**src/tbs_pkg.sv**
```systemverilog
// ----------------------------------------------------------------------------
// tbs_pkg
// Shared constants, codes and field widths for the bilinear texture sampler.
// ----------------------------------------------------------------------------
package tbs_pkg;

  localparam int MAX_SIDE_DEF       = 256;
  localparam int COMPONENT_BITS_DEF = 16;

  localparam int FRAC_W      = 16;  // fraction bits of u, v and the lerp weights
  localparam int COORD_W     = 24;
  localparam int IDX_W       = 16;
  localparam int COLOR_W     = 16;
  localparam int CFG_SIDE_W  = 9;
  localparam int CFG_IDX_W   = 2;
  localparam int CFG_DATA_W  = 9;
  localparam int IN_TDATA_W  = 112;
  localparam int OUT_TDATA_W = 48;

  // input word layout
  localparam int IN_IDX_LSB   = 0;
  localparam int IN_RED_LSB   = 16;
  localparam int IN_GREEN_LSB = 32;
  localparam int IN_BLUE_LSB  = 48;
  localparam int IN_U_LSB     = 64;
  localparam int IN_V_LSB     = 88;

  typedef enum logic [CFG_IDX_W-1:0] {
    REG_WIDTH  = 2'd0,
    REG_HEIGHT = 2'd1,
    REG_SINGLE = 2'd2
  } cfg_reg_t;

  typedef enum logic {
    OP_WRITE  = 1'b0,
    OP_SAMPLE = 1'b1
  } opcode_t;

  // sample and write flags that travel with each pipeline stage
  typedef struct packed {
    logic sample;
    logic write;
  } stage_ctl_t;

endpackage

```
**src/tbs_coord.sv**
```systemverilog
// ----------------------------------------------------------------------------
// tbs_coord
// Wraps u and v into the texture, forms the four neighbor addresses and
// carries texel writes to the memory stage in order with the samples.
// ----------------------------------------------------------------------------
module tbs_coord
  import tbs_pkg::*;
#(
  parameter int MAX_SIDE       = MAX_SIDE_DEF,
  parameter int COMPONENT_BITS = COMPONENT_BITS_DEF,
  localparam int SIDE_W = $clog2(MAX_SIDE + 1),
  localparam int DEPTH  = MAX_SIDE * MAX_SIDE,
  localparam int AW     = $clog2(DEPTH),
  localparam int DW     = 3 * COMPONENT_BITS
) (
  input  logic               clk,
  input  logic               rst,
  input  logic               adv,
  input  stage_ctl_t         in_ctl,
  input  logic [IDX_W-1:0]   idx,
  input  logic [COLOR_W-1:0] red,
  input  logic [COLOR_W-1:0] green,
  input  logic [COLOR_W-1:0] blue,
  input  logic [FRAC_W-1:0]  u_frac,
  input  logic [FRAC_W-1:0]  v_frac,
  input  logic [SIDE_W-1:0]  width_side,
  input  logic [SIDE_W-1:0]  height_side,
  output logic [AW-1:0]      addr00,
  output logic [AW-1:0]      addr01,
  output logic [AW-1:0]      addr10,
  output logic [AW-1:0]      addr11,
  output logic               wr_en,
  output logic [AW-1:0]      wr_addr,
  output logic [DW-1:0]      wr_data,
  output logic [FRAC_W-1:0]  tx,
  output logic [FRAC_W-1:0]  ty
);

  localparam int PW = FRAC_W + SIDE_W;
  localparam int YW = 2 * SIDE_W;

  // stage 1
  logic          wr1;
  logic [PW-1:0] px1, py1;
  logic [AW-1:0] widx1;
  logic [DW-1:0] wdata1;
  // stage 2
  logic              wr2;
  logic [SIDE_W-1:0] x0_2, x1_2;
  logic [YW-1:0]     wy0_2, wy1_2;
  logic [FRAC_W-1:0] tx2, ty2;
  logic [AW-1:0]     widx2;
  logic [DW-1:0]     wdata2;
  // stage 3
  logic wr3;

  logic [SIDE_W-1:0] x0, y0, x1, y1;
  logic [SIDE_W:0]   x_inc, y_inc;

  // the integer part of u only adds whole turns, so only the fraction matters
  always_comb begin
    x0    = px1[FRAC_W +: SIDE_W];
    y0    = py1[FRAC_W +: SIDE_W];
    x_inc = {1'b0, x0} + (SIDE_W+1)'(1);
    y_inc = {1'b0, y0} + (SIDE_W+1)'(1);
    x1    = (x_inc >= {1'b0, width_side})  ? '0 : x_inc[SIDE_W-1:0];
    y1    = (y_inc >= {1'b0, height_side}) ? '0 : y_inc[SIDE_W-1:0];
  end

  always_ff @(posedge clk) begin
    if (rst) begin
      wr1 <= 1'b0;
      wr2 <= 1'b0;
      wr3 <= 1'b0;
    end else if (adv) begin
      wr1 <= in_ctl.write && (32'(idx) < DEPTH);
      wr2 <= wr1;
      wr3 <= wr2;
    end
  end

  always_ff @(posedge clk) begin
    if (adv) begin
      px1    <= PW'(u_frac) * PW'(width_side);
      py1    <= PW'(v_frac) * PW'(height_side);
      widx1  <= AW'(idx);
      wdata1 <= {COMPONENT_BITS'(blue), COMPONENT_BITS'(green), COMPONENT_BITS'(red)};

      x0_2   <= x0;
      x1_2   <= x1;
      tx2    <= px1[FRAC_W-1:0];
      ty2    <= py1[FRAC_W-1:0];
      wy0_2  <= YW'(width_side) * YW'(y0);
      wy1_2  <= YW'(width_side) * YW'(y1);
      widx2  <= widx1;
      wdata2 <= wdata1;

      addr00  <= AW'(YW'(x0_2) + wy0_2);
      addr01  <= AW'(YW'(x0_2) + wy1_2);
      addr10  <= AW'(YW'(x1_2) + wy0_2);
      addr11  <= AW'(YW'(x1_2) + wy1_2);
      tx      <= tx2;
      ty      <= ty2;
      wr_addr <= widx2;
      wr_data <= wdata2;
    end
  end

  assign wr_en = wr3 && adv;

endmodule

```
**config.mk**
```make
export PLATFORM = sky130hd
export DESIGN_NAME = tbs_coord
export DESIGN_NICKNAME = d
export VERILOG_FILES = /design/src/tbs_pkg.sv /design/src/tbs_coord.sv
export SDC_FILE = /design/constraint.sdc
export NUM_CORES = 1
export LEC_CHECK = 0
export BUFFER_PORTS_ARGS = -buffer_cell sky130_fd_sc_hd__buf_2
export CELL_PAD_IN_SITES_DETAIL_PLACEMENT = 1
export CELL_PAD_IN_SITES_GLOBAL_PLACEMENT = 2
export CORE_ASPECT_RATIO = 0.75
export CORE_MARGIN = 3
export CORE_UTILIZATION = 39
export DETAILED_ROUTE_END_ITERATION = 12
export PLACE_DENSITY = 0.85
export SKIP_LAST_GASP = 1
export SLEW_MARGIN = 20
export SYNTH_ARGS = -nofsm -noshare
export SYNTH_HDL_FRONTEND = slang
export SYNTH_SLANG_ARGS = --single-unit
```
**constraint.sdc**
```tcl
create_clock -name clk -period 17.42 [get_ports clk]
set_clock_uncertainty 0.15 [all_clocks]
set_input_delay 0.871 -clock clk [delete_from_list [all_inputs] [get_ports clk]]
set_output_delay 0.871 -clock clk [all_outputs]
set_load 0.05 [all_outputs]
```
==> results.md <==
* CTS Hold Bufs at 0
* CP Data Arrival Time at 8860 ps
* I/O pins at 280
* Avg Inst Size Synth at 11.8 sq um
* Worst slew pin tran at 1130 ps
* Cell area after synthesis at 0.0288 sq mm
* Crit Path Max Fanout at 33
* Synth Net Count at 3061
* Final-stage net count at 3314
* Share of flip-flops with an asynchronous set or reset at 0%
* R2R Setup Slk at 8790 ps
* Worst Hold Class: register to register
* CTS H-tree lvls at 2
* Remaining global-route overflow at 0
* CTS root buffer: clkbuf_16
* EDFF count, synth at 420
* CP max stage delay at 760 ps
* Via Count at 18100
* Synthesized instance count at 2434
* Sinks on Clock Net at 423
* Core area at 0.0725 sq mm
* First-pass GRT wire length at 113 mm
* Post-synthesis sequential area ratio at 43.9%
* #FFs+latches synth at 423
* Status: finished, final reports clean
* Crit path required time at 17660 ps
* Post-Layout Cell Count at 3679
* Multi-input gate area at 0.0143 sq mm
* Slew Limit Fails at 0
* Die Footprint at 0.0773 sq mm
* Top-area cell type share of the netlist area at 43.7%
* Unique masters post-synth at 59
* Post-layout minimum cycle time at 8630 ps
* Die width at 320 um
* Primary FF master, synth: edfxtp_1
* Die Y at 242 um
* Total GRT Usage at 18.2%
* WL met2 at 34.2 mm
* Post-route setup TNS at 0 ps
* Final Instance Area at 0.0328 sq mm
* Synth Warn # at 0
* Worst-path clk slew at 60 ps
* # Max-Cap Violations at 0
* Final hold violation count at 0
* Dpl hpwl at 51.6 mm
* Register area at 0.0127 sq mm
* Fill cells at 7794
* Vias per std cell at 4.92
* Initial antenna violation count at 4
* Slew headroom at 24.9%
* Nature of the critical path endpoint: register
* Slowest CP cell: xor2_1
* Placed instance area at 0.0312 sq mm
* ANT nets after route at 0
* Synth top area cells: edfxtp_1 44%, fa_1 21%, ha_1 9.0%, inv_1 5.4%, nand2_1 4.0%
* Met3 routed WL at 2.43 mm
* Cell Count Post-Placement at 3597
* 1st-iter DRT viols at 936
* Share of cells above drive strength 1 at 13.6%
* Clk_lat worst skew at 600 ps
* M1 WL at 30.8 mm
* Max clock buf depth at 3
* # Post-CTS Setup Buffers at 0
* Layout overhead on the synthesized area at 13.8%
* DR top layer: met4
* Pin count of the biggest net entering global routing at 172
* Site Rows at 85
* # resized after CTS at 0
* Yosys top cell by area: edfxtp_1
* CTS Buf Count at 45
* WL per Instance at 18.6 um
* Unrepaired setup endpoints after global routing: false
* Starting Density at 39.8%
* Startpoint class of the critical path: register
* Critical path class: register to register
* Drt pass-1 iters at 5
* Total wire length at 68.5 mm
* Vias in the first global route at 20600
* DRC Markers at 0
* Final setup viols at 0
* Buffers on Ports at 278
* CTS tree: yes
* RD Place Congestion at 0.804
* Max Freq at 116 MHz
* Fin crit share at 49.5%
-- path summary, 6_finish.rpt --
check / start / endpoint / cells after the start
max: py1[17] / wy1_2[14] / 29
min: wdata2[7] / wr_data[7] / 0
max reg2reg: py1[17] / wy1_2[14] / 29
min reg2reg: wdata2[7] / wr_data[7] / 0
-- area by class of cell --
type | instances | area share [%]
antenna | 4 | 0.0305
clock buffer | 50 | 3.49
clock inverter | 28 | 1.29
inverter | 415 | 4.75
multi-input combinational | 1512 | 43.6
sequential | 423 | 38.6
tap | 957 | 3.65
timing repair buffer | 290 | 4.58
-- state kept, by name (all words and copies together), names as in the netlist --
register	count
ty2	16
addr01	16
tx	16
tx2	16
x0_2	9
wdata2	48
widx2	16
wr_addr	16
wr1	1
px1	25
addr00	16
py1	25
x1_2	9
wr_data	48
wr2	1
addr10	16
wdata1	48
addr11	16
wr3	1
wy0_2	16
widx1	16
ty	16
wy1_2	16
-- layer usage --
metal	vias up	track usage [%]
met1	9319	24.4
met3	70	2.44
li1	8437	-
met4	0	3.88
met5	-	0
met2	267	31.5
-- cell usage after synthesis, types with 3 or more instances --
cell and number:
edfxtp_1 420, inv_1 414, nand2_1 308, fa_1 300
ha_1 208, and2_1 139, xnor2_1 86, clkbuf_1 79
nor2_1 75, a21oi_1 51, nor3_1 48, o21ai_0 39
xor2_1 37, and3_1 30, a21o_1 29, nand3_1 29
nor2b_1 18, o211ai_1 12, a21boi_0 11, nand2b_1 11
o21a_1 9, a31oi_1 5, buf_1 5, nand4_1 5
a2111o_1 4, a211oi_1 4, a31o_2 4, nor4_1 4
o21bai_1 4, or3_1 4, dfxtp_1 3, mux2i_1 3
o21ai_1 3
-- logic make-up after synthesis --
family / synth area share (%)
simple gates: 11.1
fa+ha+maj: 29.8
mux: 0.104
xor+xnor: 3.81
flops: 43.9
buf+inv: 6.49
compound gates: 4.72
-- through the flow --
step                utilization [%]  hold WS [ps]  worst slack, ps
detailed placement             43.1           256             8870
finish                         45.2           243             8790
CTS                            45.2           245             8820
global placement               43.1           251             9080
floorplan                         -           250            10340
global route                   45.2           251             8120
-- worst max-delay path, delay by kind of cell, from the launching register on --
family                   cells  cell delay [ps]
XOR/XNOR                     1              760
AND/OR/NAND/NOR              5             1430
buffers and inverters        5              480
AO/OA/AOI/OAI               11             2150
adder cells (fa/ha/maj)      7             2770
flip-flops                   1              660
-- cells in the final DEF (no fill, tap or decap), types with 5 or more instances in the layout --
master     count
a31oi_1        5
xor2_1        37
a21o_1        29
ha_1         208
buf_4         11
nor2_1        75
bufinv_16      8
and2_1       139
clkinv_2       6
clkbuf_1       5
nand2b_1      11
fa_1         300
o21a_1         9
inv_1        414
buf_2        277
o21ai_0       39
clkbuf_16     45
xnor2_1       86
edfxtp_1     420
nand3_1       29
clkinv_1       5
a21boi_0      11
nor2b_1       18
nand2_1      308
nor3_1        48
o211ai_1      12
nand4_1        5
a21oi_1       51
and3_1        30
Power is left out: the tool's default activity adds up to more than one toggle a clock period on the data nets, which glitch-free logic cannot reach.
